`config.mk`:
```
export PLATFORM = sky130hd
export DESIGN_NAME = pid_controller_anti_windup_unit
export DESIGN_NICKNAME = d
export VERILOG_FILES = /design/src/rtl/core/pidaw_pkg.sv /design/src/rtl/core/pidaw_sequencer.sv /design/src/rtl/core/pidaw_datapath.sv /design/src/rtl/core/pid_controller_anti_windup_unit.sv
export SDC_FILE = /design/constraint.sdc
export NUM_CORES = 2
export LEC_CHECK = 0
export BUFFER_PORTS_ARGS = -buffer_cell sky130_fd_sc_hd__buf_2
export CORE_ASPECT_RATIO = 0.5
export CORE_MARGIN = 1.5
export CORE_UTILIZATION = 42
export DETAILED_ROUTE_END_ITERATION = 12
export SYNTH_ARGS = -nofsm -noshare
export SYNTH_HDL_FRONTEND = slang
export SYNTH_SLANG_ARGS = --single-unit
```
`constraint.sdc`:
```
create_clock -name clk -period 10.8 [get_ports clk]
set_input_delay 3.24 -clock clk [delete_from_list [all_inputs] [get_ports clk]]
set_output_delay 3.24 -clock clk [all_outputs]
set_load 0.03 [all_outputs]
```
`src/rtl/core/pidaw_pkg.sv`:
```
// Shared types, codes and arithmetic helpers of the PID controller with anti-windup.
package pidaw_pkg;

	localparam int unsigned DataW = 32;
	localparam int unsigned StepW = 31;
	localparam int unsigned PcW   = 3;
	localparam int unsigned IdxW  = 3;
	localparam int unsigned ProdW = 2 * DataW;
	localparam int unsigned AccW  = DataW + 2;

	localparam logic signed [DataW-1:0] SMax = {1'b0, {(DataW-1){1'b1}}};
	localparam logic signed [DataW-1:0] SMin = {1'b1, {(DataW-1){1'b0}}};

	// Configuration register indexes.
	typedef enum logic [IdxW-1:0] {
		REG_KP   = 3'd0,
		REG_KI   = 3'd1,
		REG_KD   = 3'd2,
		REG_TS   = 3'd3,
		REG_ILO  = 3'd4,
		REG_IHI  = 3'd5,
		REG_OLO  = 3'd6,
		REG_OHI  = 3'd7
	} reg_idx_t;

	// Datapath operation of one microcode step.
	typedef enum logic [2:0] {
		ALU_NOP,
		ALU_ERR,
		ALU_DIFF,
		ALU_INTEG,
		ALU_DTERM,
		ALU_ACC,
		ALU_OUT,
		ALU_CLR
	} alu_op_t;

	// Operand pair of the shared multiplier.
	typedef enum logic [2:0] {
		MUL_NONE,
		MUL_ERR_TS,
		MUL_DIFF_KD,
		MUL_KP_ERR,
		MUL_KI_INT
	} mul_sel_t;

	// One word of the control store.
	typedef struct packed {
		alu_op_t  alu;
		mul_sel_t mul;
		logic     br_clr;
		logic     last;
	} ucode_t;

	// Control handed from the sequencer to the datapath each cycle.
	typedef struct packed {
		logic     exec;
		alu_op_t  alu;
		mul_sel_t mul;
	} dp_ctrl_t;

	// Saturate a 33-bit signed sum to 32 bits.
	function automatic logic signed [DataW-1:0] sat33(input logic signed [DataW:0] v);
		logic signed [DataW-1:0] r;
		if (v[DataW] != v[DataW-1]) begin
			r = v[DataW] ? SMin : SMax;
		end else begin
			r = v[DataW-1:0];
		end
		return r;
	endfunction

	// Q16.16 product: arithmetic shift right by 16, then saturate to 32 bits.
	function automatic logic signed [DataW-1:0] qsat(input logic signed [ProdW-1:0] p);
		logic signed [ProdW-17:0] s;
		logic signed [DataW-1:0]  r;
		s = p[ProdW-1:16];
		if (s > $signed({{(ProdW-16-DataW){1'b0}}, SMax})) begin
			r = SMax;
		end else if (s < $signed({{(ProdW-16-DataW){1'b1}}, SMin})) begin
			r = SMin;
		end else begin
			r = s[DataW-1:0];
		end
		return r;
	endfunction

	// Clamp to the lower limit first, then to the upper one.
	function automatic logic signed [DataW-1:0] clamp34(input logic signed [AccW-1:0] v,
			input logic signed [DataW-1:0] lo, input logic signed [DataW-1:0] hi);
		logic signed [AccW-1:0] r;
		r = v;
		if (r < AccW'(lo)) begin
			r = AccW'(lo);
		end
		if (r > AccW'(hi)) begin
			r = AccW'(hi);
		end
		return r[DataW-1:0];
	endfunction

endpackage

```
`src/rtl/core/pidaw_sequencer.sv`:
```
// Microcode sequencer: step counter, control store and clear branch.
module pidaw_sequencer
	import pidaw_pkg::*;
(
	input  logic     clk,
	input  logic     arst_n,
	input  logic     start,
	input  logic     op_clr,
	input  logic     out_free,
	output logic     busy,
	output dp_ctrl_t ctrl
);

	localparam logic [PcW-1:0] PcClr = PcW'(7);

	logic           busy_q;
	logic [PcW-1:0] pc_q;
	ucode_t         uw;
	logic           stall;

	// Control store: compute runs steps 0..6, a clear branches to step 7.
	function automatic ucode_t ucode(input logic [PcW-1:0] pc);
		ucode_t w;
		unique case (pc)
			3'd0: w = '{alu: ALU_ERR,   mul: MUL_NONE,    br_clr: 1'b1, last: 1'b0};
			3'd1: w = '{alu: ALU_DIFF,  mul: MUL_ERR_TS,  br_clr: 1'b0, last: 1'b0};
			3'd2: w = '{alu: ALU_INTEG, mul: MUL_DIFF_KD, br_clr: 1'b0, last: 1'b0};
			3'd3: w = '{alu: ALU_DTERM, mul: MUL_KP_ERR,  br_clr: 1'b0, last: 1'b0};
			3'd4: w = '{alu: ALU_ACC,   mul: MUL_KI_INT,  br_clr: 1'b0, last: 1'b0};
			3'd5: w = '{alu: ALU_ACC,   mul: MUL_NONE,    br_clr: 1'b0, last: 1'b0};
			3'd6: w = '{alu: ALU_OUT,   mul: MUL_NONE,    br_clr: 1'b0, last: 1'b1};
			3'd7: w = '{alu: ALU_CLR,   mul: MUL_NONE,    br_clr: 1'b0, last: 1'b1};
		endcase
		return w;
	endfunction

	// Fetch the current word; the output step waits for a free result register.
	always_comb begin
		uw        = ucode(pc_q);
		stall     = (uw.alu == ALU_OUT) && !out_free;
		ctrl.exec = busy_q && !stall;
		ctrl.alu  = uw.alu;
		ctrl.mul  = uw.mul;
	end

	assign busy = busy_q;

	// Step counter with the clear branch and end of program.
	always_ff @(posedge clk or negedge arst_n) begin
		if (!arst_n) begin
			busy_q <= 1'b0;
			pc_q   <= '0;
		end else if (!busy_q) begin
			if (start) begin
				busy_q <= 1'b1;
				pc_q   <= '0;
			end
		end else if (ctrl.exec) begin
			if (uw.br_clr && op_clr) begin
				pc_q <= PcClr;
			end else if (uw.last) begin
				busy_q <= 1'b0;
				pc_q   <= '0;
			end else begin
				pc_q <= pc_q + 1'b1;
			end
		end
	end

	// The counter rests at the first step while idle.
	a_idle_pc: assert property (@(posedge clk) disable iff (!arst_n)
		!busy_q |-> pc_q == '0) else $error("step counter not parked while idle");

	// Only the output step may hold the program.
	a_stall_out: assert property (@(posedge clk) disable iff (!arst_n)
		busy_q && !ctrl.exec |-> uw.alu == ALU_OUT) else $error("stall outside output step");

	// The program ends only after a last step ran.
	a_end_last: assert property (@(posedge clk) disable iff (!arst_n)
		$fell(busy_q) |-> $past(uw.last && ctrl.exec)) else $error("program ended early");

endmodule

```
`src/rtl/core/pidaw_datapath.sv`:
```
// Datapath: configuration registers, controller state, shared multiplier and accumulator.
module pidaw_datapath
	import pidaw_pkg::*;
(
	input  logic                    clk,
	input  logic                    arst_n,
	input  dp_ctrl_t                ctrl,
	input  logic signed [DataW-1:0] setpoint,
	input  logic signed [DataW-1:0] measured,
	input  logic                    cfg_we,
	input  logic [IdxW-1:0]         cfg_index,
	input  logic [DataW-1:0]        cfg_data,
	output logic signed [DataW-1:0] drive
);

	logic signed [DataW-1:0] kp_q, ki_q, kd_q;
	logic [StepW-1:0]        ts_q;
	logic signed [DataW-1:0] ilo_q, ihi_q, olo_q, ohi_q;
	logic signed [DataW-1:0] integ_q, last_q;
	logic                    have_q;
	logic signed [DataW-1:0] err_q, diff_q;
	logic signed [ProdW-1:0] prod_q;
	logic signed [AccW-1:0]  acc_q;

	logic signed [DataW-1:0] mul_a, mul_b;
	logic signed [DataW-1:0] qterm;
	reg_idx_t                widx;

	assign widx  = reg_idx_t'(cfg_index);
	assign qterm = qsat(prod_q);
	assign drive = clamp34(acc_q, olo_q, ohi_q);

	// Operand selection for the multiplier.
	always_comb begin
		mul_a = '0;
		mul_b = '0;
		unique case (ctrl.mul)
			MUL_ERR_TS: begin
				mul_a = err_q;
				mul_b = $signed({1'b0, ts_q});
			end
			MUL_DIFF_KD: begin
				mul_a = diff_q;
				mul_b = kd_q;
			end
			MUL_KP_ERR: begin
				mul_a = kp_q;
				mul_b = err_q;
			end
			MUL_KI_INT: begin
				mul_a = ki_q;
				mul_b = integ_q;
			end
			default: begin
				mul_a = '0;
				mul_b = '0;
			end
		endcase
	end

	// Product register of the shared multiplier.
	always_ff @(posedge clk) begin
		if (ctrl.exec && ctrl.mul != MUL_NONE) begin
			prod_q <= mul_a * mul_b;
		end
	end

	// Working registers of one compute item.
	always_ff @(posedge clk) begin
		if (ctrl.exec) begin
			unique case (ctrl.alu)
				ALU_ERR:   err_q  <= sat33((DataW+1)'(setpoint) - (DataW+1)'(measured));
				ALU_DIFF:  diff_q <= sat33((DataW+1)'(err_q) - (DataW+1)'(last_q));
				ALU_DTERM: acc_q  <= have_q ? AccW'(qterm) : '0;
				ALU_ACC:   acc_q  <= acc_q + AccW'(qterm);
				default: begin
				end
			endcase
		end
	end

	// Configuration registers and controller state.
	always_ff @(posedge clk or negedge arst_n) begin
		if (!arst_n) begin
			kp_q    <= DataW'(65536);
			ki_q    <= '0;
			kd_q    <= '0;
			ts_q    <= StepW'(655);
			ilo_q   <= SMin;
			ihi_q   <= SMax;
			olo_q   <= SMin;
			ohi_q   <= SMax;
			integ_q <= '0;
			last_q  <= '0;
			have_q  <= 1'b0;
		end else if (cfg_we) begin
			unique case (widx)
				REG_KP: kp_q <= cfg_data;
				REG_KI: ki_q <= cfg_data;
				REG_KD: kd_q <= cfg_data;
				REG_TS: begin
					if (cfg_data[StepW-1:0] != '0) begin
						ts_q <= cfg_data[StepW-1:0];
					end
				end
				REG_ILO: begin
					ilo_q   <= cfg_data;
					integ_q <= clamp34(AccW'(integ_q), cfg_data, ihi_q);
				end
				REG_IHI: begin
					ihi_q   <= cfg_data;
					integ_q <= clamp34(AccW'(integ_q), ilo_q, cfg_data);
				end
				REG_OLO: olo_q <= cfg_data;
				REG_OHI: ohi_q <= cfg_data;
			endcase
		end else if (ctrl.exec) begin
			unique case (ctrl.alu)
				ALU_DIFF:  last_q  <= err_q;
				ALU_INTEG: integ_q <= clamp34(AccW'(integ_q) + AccW'(qterm), ilo_q, ihi_q);
				ALU_DTERM: have_q  <= 1'b1;
				ALU_CLR: begin
					integ_q <= '0;
					last_q  <= '0;
					have_q  <= 1'b0;
				end
				default: begin
				end
			endcase
		end
	end

	// With ordered limits, an integration step leaves the integral inside them.
	a_integ_in_range: assert property (@(posedge clk) disable iff (!arst_n)
		ctrl.exec && ctrl.alu == ALU_INTEG && !cfg_we && ilo_q <= ihi_q
		|=> integ_q >= ilo_q && integ_q <= ihi_q) else $error("integral outside its limits");

endmodule

```
`src/rtl/core/pid_controller_anti_windup_unit.sv`:
```
// Top level of the PID controller with integral clamp anti-windup.
//
//   Channel  | Direction | Handshake          | Contents
//   s_*      | in        | s_tvalid, s_tready | tdata: setpoint, measured; tuser: operation
//   m_*      | out       | m_tvalid, m_tready | tdata: drive
//   cfg_*    | in        | cfg_we             | cfg_index, cfg_data
//
// A compute request runs a seven-step microprogram over one shared 32x32 multiplier;
// a clear request is accepted and then runs two steps, the first step and the clear step.
// The drive value is loaded into the result register by the output step, the last of the seven.
// The next request is taken once the program ends, even while a result still waits.
// The output step waits while the result register is full and not being drained.
// arst_n resets the configuration to its defaults and zeroes the controller state.
module pid_controller_anti_windup_unit
	import pidaw_pkg::*;
(
	input  logic              clk,
	input  logic              arst_n,
	input  logic              s_tvalid,
	output logic              s_tready,
	input  logic [63:0]       s_tdata,   // [31:0] setpoint, [63:32] measured
	input  logic              s_tuser,   // [0] operation: 0 compute, 1 clear
	output logic              m_tvalid,
	input  logic              m_tready,
	output logic [DataW-1:0]  m_tdata,   // [31:0] drive
	input  logic              cfg_we,
	input  logic [IdxW-1:0]   cfg_index,
	input  logic [DataW-1:0]  cfg_data
);

	logic                    busy;
	dp_ctrl_t                ctrl;
	logic                    accept;
	logic                    out_free;
	logic                    out_load;
	logic signed [DataW-1:0] drive;

	logic signed [DataW-1:0] sp_q, meas_q;
	logic                    clr_q;
	logic                    m_valid_q;
	logic [DataW-1:0]        m_data_q;

	assign s_tready = !busy;
	assign accept   = s_tvalid && !busy;
	assign out_free = !m_valid_q || m_tready;
	assign out_load = ctrl.exec && ctrl.alu == ALU_OUT;
	assign m_tvalid = m_valid_q;
	assign m_tdata  = m_data_q;

	// Request capture.
	always_ff @(posedge clk) begin
		if (accept) begin
			sp_q   <= s_tdata[DataW-1:0];
			meas_q <= s_tdata[2*DataW-1:DataW];
			clr_q  <= s_tuser;
		end
	end

	// Result register.
	always_ff @(posedge clk or negedge arst_n) begin
		if (!arst_n) begin
			m_valid_q <= 1'b0;
		end else if (out_load) begin
			m_valid_q <= 1'b1;
		end else if (m_tready) begin
			m_valid_q <= 1'b0;
		end
	end

	always_ff @(posedge clk) begin
		if (out_load) begin
			m_data_q <= drive;
		end
	end

	pidaw_sequencer u_seq (
		.clk      (clk),
		.arst_n   (arst_n),
		.start    (accept),
		.op_clr   (clr_q),
		.out_free (out_free),
		.busy     (busy),
		.ctrl     (ctrl)
	);

	pidaw_datapath u_dp (
		.clk       (clk),
		.arst_n    (arst_n),
		.ctrl      (ctrl),
		.setpoint  (sp_q),
		.measured  (meas_q),
		.cfg_we    (cfg_we),
		.cfg_index (cfg_index),
		.cfg_data  (cfg_data),
		.drive     (drive)
	);

	// A new result appears only from the output step of the program.
	a_result_src: assert property (@(posedge clk) disable iff (!arst_n)
		$rose(m_valid_q) |-> $past(out_load)) else $error("result without output step");

endmodule
```
After elaboration in Yosys (flattened, before gate mapping). Memories as Yosys holds them, arrays and structs flattened. Index checks and enable logic that the tools add are counted. W data, S select, Z words.

Register bits after elaboration: 584. Memory bits (read-only): 64. Bits of input ports: 105. Output and inout port bits: 34. Logic and storage cells: 141. Memories: 1.

Memories: (no name shown) (words 8, bits a word 8, rd ports 1, clocked after memory_dff 0, write ports 0, line pidaw_sequencer.sv:24) `unique case (pc)`.

Add/sub/neg operators: 5. Multipliers: 1. Order comparisons: 10. Equal/unequal tests: 22. Multiplexer cells: 43. Bitwise gates (word level): 1. Reduce and logical (&&, ||, !) cells: 36.

Operators by type and width (number): $mux W34 (12); $mux W32 (12); $pmux W32 S4 (2); $pmux W32 S2 (3); $gt A34 B32 Y1 (4); $pmux W34 S2 (1); $sub A32 B32 Y33 (2); $lt A32 B32 Y1 (2); $mul A32 B32 Y64 (1); $gt A48 B32 Y1 const B (1); $lt A48 B32 Y1 const B (1); $add A34 B32 Y34 (1); $lt A34 B32 Y1 (1); $add A32 B32 Y33 (1); $lt A33 B32 Y1 (1); $reduce_bool A31 Y1 (1); $eq A3 B3 Y1 const B (9); $reduce_and A2 Y1 (11); $eq A3 B2 Y1 const B (6); $mux W3 (5); $reduce_and A3 Y1 (4); $reduce_bool A2 Y1 (6); $eq A3 B1 Y1 const B (3); $mux W1 (7); 11 further kinds (21).

Logic depth before layout (Yosys ltp).
Depth in word-level cells: 14. Depth in mapped cells: 41. Depth with buffers taken out: 35.

Hierarchy. A second synthesis with hierarchy kept.

Cell total of the unflattened synthesis: 7737. Area, all modules: 73181.4 um2.

By module, submodules not included: pidaw_datapath (instances 1, cells an instance 7596, area each 69868.3 um2, seq. area each 12480.7 um2); pid_controller_anti_windup_unit (instances 1, cells an instance 103, area each 2970.3 um2, seq. area each 2937.8 um2); pidaw_sequencer (instances 1, cells an instance 38, area each 342.8 um2, seq. area each 100.1 um2).

Worst setup path after synthesis. OpenSTA, ideal clock, no wires.

Path type: reg2reg. From: reg u_seq.pc_q[0]. To: reg u_dp.prod_q[62], data pin. Library setup time: 0.271 ns. Arrival: 9.485 ns. Required time: 10.529 ns. Setup slack: 1.044 ns. Cell stages (with the launch flop): 33. Buffers on the path: 6. Clock period less this slack: 9.756 ns. Cell sequence: dfrtp_1 > buf_1 > inv_1 > ha_1 > and2_1 > buf_2 > clkbuf_1 > buf_1 > a22oi_1 > nand2_1 > clkbuf_1 > nand2_1 > fa_1 > inv_1 > fa_1 > inv_1 > fa_1 > inv_1 > fa_1 > fa_1 > inv_1 > fa_1 > fa_1 > fa_1 > inv_1 > ha_1 > clkbuf_1 > nand4_1 > or3_1 > or3_1 > o31ai_1 > mux2i_1 > o2111ai_1.

Longest elaborated chain between the ends: 4. Elaborated cells on any way between the ends: 8. Classes of those cells: mul: 1; eq/ne: 4; mux: 2; memory: 1.

RTL lines: start: declaration (line pidaw_sequencer.sv:17) `logic [PcW-1:0] pc_q;`; start signal: assignment (line pidaw_sequencer.sv:60) `pc_q <= PcClr;`; start signal: assignment (line pidaw_sequencer.sv:65) `pc_q <= pc_q + 1'b1;`; $mem_v2 Z8 W8 *; $eq A3 B3 Y1, or another cell as far along (line pidaw_datapath.sv:37) `unique case (ctrl.mul)`; $pmux W32 S4 (line pidaw_datapath.sv:37); $mul A32 B32 Y64 * (line pidaw_datapath.sv:64) `prod_q <= mul_a * mul_b;`; end signal: assignment (line pidaw_datapath.sv:64); end: declaration (line pidaw_datapath.sv:22) `logic signed [ProdW-1:0] prod_q;`.

Every way passes the cells marked *; elsewhere a longest branch is shown, timed or not. A chain may end at the register's enable or synchronous reset.

Worst setup path after layout.
From: reg u_seq.pc_q[1]. To: reg u_dp.prod_q[57], data pin.

The elaborated chain is that of the path after synthesis.

==> results.yml <==
synth:
  syn-cell-area_sq_um: 73260
  synth_seq_cells: 568
  yosys.area_share.simple_pct: 11.64
  synth_cell_types: 86
  synth_top_family_by_area: "adder cells"
  synth_ff_type: "dfrtp_1"
  synth_fp_nets: 9551
  muxShareOfSynthArea_pct: 3.861
  synth-xor-area-share_pct: 1.889
  ys_seq_area_share_pct: 21.18
  synth_compound_area_share_pct: 12.80
  synthArstFlopShare_pct: 57.22
  synth-edff-count: 243
  yosys_warnings: 0
  synth-adder-area-share_pct: 39.63
  syn_inst: 7789
  syn_area_per_cell_sq_um: 9.406
cts:
  cts_num_sinks: 568
  cts_tree: "built"
  cts_max_level: 3
  clockBufferDepth: 3
  cts_buffers: 67
  clock_latency_ns: 0.66
  post_cts.repair.setup_buffers: 0
  path_clk_slew_ns: 0.06
  root_buffer: "clkbuf_16"
  hold_buffers: 0
drt:
  wl_per_cell_um: 25.66
  wl_mm: 262.8
  first_pass_iters: 7
  dr.first_iter.drc_count: 6235
  detail-route-antenna-nets: 0
  routed_via_density: 5.734
  drc_errors: 0
  via_count: 58720
job:
  maxCapViolations: 0
placement:
  port_buffers: 138
  hpwl_mm: 203.4
  place_congestion: 1.007
  dp.cells: 10100
worst_setup_path:
  crit_slowest_cell: "a222oi_1"
  cp_data_arrival_time_ns: 10.78
  cp-end-kind: "flop"
  critPathKind: "reg -> reg"
  path_max_fanout: 31
  required_ns: 11.25
  start_kind: "flop"
  critPathMaxStageDelay_ns: 1.23
floorplan:
  die_w_um: 593.7
  design.die.area_sq_um: 177100
  core-area_sq_um: 173400
  chipHeight_um: 298.3
  initial_core_util_pct: 42.26
  ios: 139
  fp-row-count: 108
cells_and_area:
  multi_input_area_sq_um: 51460
  nets: 9624
  top_register: "u_dp.prod_q"
  fillCellCount: 16720
  fin_util_pct: 46.05
  largest_reg_flops: 48
  mostFrequentLayoutCells: "inv_1, nand2_1, fa_1"
  finalNonFillerCells: 10240
  drive_gt1_share_pct: 10.56
  seq_area_sq_um: 15520
  top_regs: "u_dp.prod_q: 48 flops, u_dp.acc_q: 34 flops"
  final_common_cell: "inv_1"
  area_growth_pct: 8.961
timing:
  slew-limit-headroom_pct: -7.281
  whs_ns: 0.4847
  rsz0062_at_grt: "false"
  period_needed_ns: 10.33
  fin_tns_setup_ns: 0
  fmax_mhz: 96.79
  clock_skew_ns: 0.03516
  slew_viol_final: 2
  post-route-period-util_pct: 95.66
  finalSetupViolations: 0
  hold_viol: 0
  worst_pin_slew_ns: 1.609
grt:
  grt_pass1_vias: 57660
  grt_overflow: 0
  gr-usage-all-layers_pct: 29.60
  grt_max_degree: 124
  grt_antenna_before_repair: 36
  grt_pass1_wl_mm: 386.9
hold_path:
  hold_path.class: "reg -> reg"
outcome:
  violations: "slew limit"
  outcome: "finished, violations left"
[cell families after synthesis]
logic type | after synthesis
simple gates | 1986
buf+inv | 1755
fa+ha+maj | 1672
compound gates | 1395
flops | 568
mux | 255
xor+xnor | 158
[Yosys cell counts (15+ instances only)]
master	count	area, sq um
nand2b_1	41	256.5
xor2_1	58	508.0
o21bai_1	29	217.7
nand2_1	1114	4182
a221o_1	56	560.5
nor2b_1	35	219.0
nor2_1	389	1460
clkbuf_1	324	1216
mux2_2	221	2489
a22oi_1	41	307.8
a211oi_1	27	202.7
o31ai_1	31	232.7
dfstp_2	71	1866
maj3_1	15	150.1
and3_1	23	143.9
nand3_1	124	620.6
o21ai_0	388	1942
fa_1	1086	21740
xnor2_1	100	875.8
nand4_1	68	425.4
ha_1	571	7144
and2_1	64	400.4
a22o_1	77	674.4
a21o_1	169	1269
mux2i_1	34	340.3
a221oi_1	59	516.8
nor3_1	48	240.2
inv_1	1392	5225
dfrtp_1	254	6356
o211ai_1	22	165.2
edfxtp_1	243	7297
a31oi_1	30	187.7
buf_1	33	123.9
nor4_1	24	150.1
o21a_1	44	330.3
a21oi_1	254	1271
[timing repair]
item                       in CTS  in global routing
hold endpoints to repair        0                  0
resized for setup               0                  6
setup endpoints to repair       0                  6
[critical path: cells and delay by family (launching register included)]
kind / cells / cell delay [ns]
adders and majority gates: 10 / 4.48
AOI/OAI and AO/OA: 9 / 3.28
buffers and inverters: 8 / 1.07
and+or+nand+nor: 4 / 0.67
DFF: 1 / 0.56
[per-stage QoR]
stage / cell area (sq um) / setup slack [ns]
floorplan: 73260 / 1.044
global placement: 77570 / 0.1960
detailed placement: 77580 / 0.5561
CTS: 79780 / 0.4989
global route: 79800 / 0.09277
finish: 79830 / 0.4684
[per-layer routing]
metal	global-route usage, %	vias to the layer above	share of wire, %
li1	-	25620	-
met1	41.65	29730	42
met2	43.83	2787	43
met3	7.887	575	11
met4	10.73	18	4.2
met5	0	-	0.046
[worst paths after layout]
kind	start	to	slack, ns	cells after the start
worst max-delay path	u_seq.pc_q[1]	u_dp.prod_q[57]	0.47	31
worst min-delay path	u_dp.ohi_q[22]	u_dp.ohi_q[22]	0.48	2
worst max register to register	u_seq.pc_q[1]	u_dp.prod_q[57]	0.47	31
worst min register to register	u_dp.ohi_q[22]	u_dp.ohi_q[22]	0.48	2
max in group asynchronous	arst_n	u_dp.integ_q[20]	6.69	2
min in group asynchronous	arst_n	u_dp.last_q[18]	2.57	1
[layout make-up]
class / count / area share, %
Sequential cell: 568 / 19.44
Clock inverter: 27 / 0.3213
Tap cell: 2310 / 3.621
Inverter: 1393 / 6.550
Clock buffer: 97 / 2.426
Antenna cell: 14 / 0.04389
Timing Repair Buffer: 366 / 3.136
Multi-Input combinational cell: 5466 / 64.46
Power is left out: the tool's default activity adds up to more than one toggle a clock period on the data nets, which glitch-free logic cannot reach.
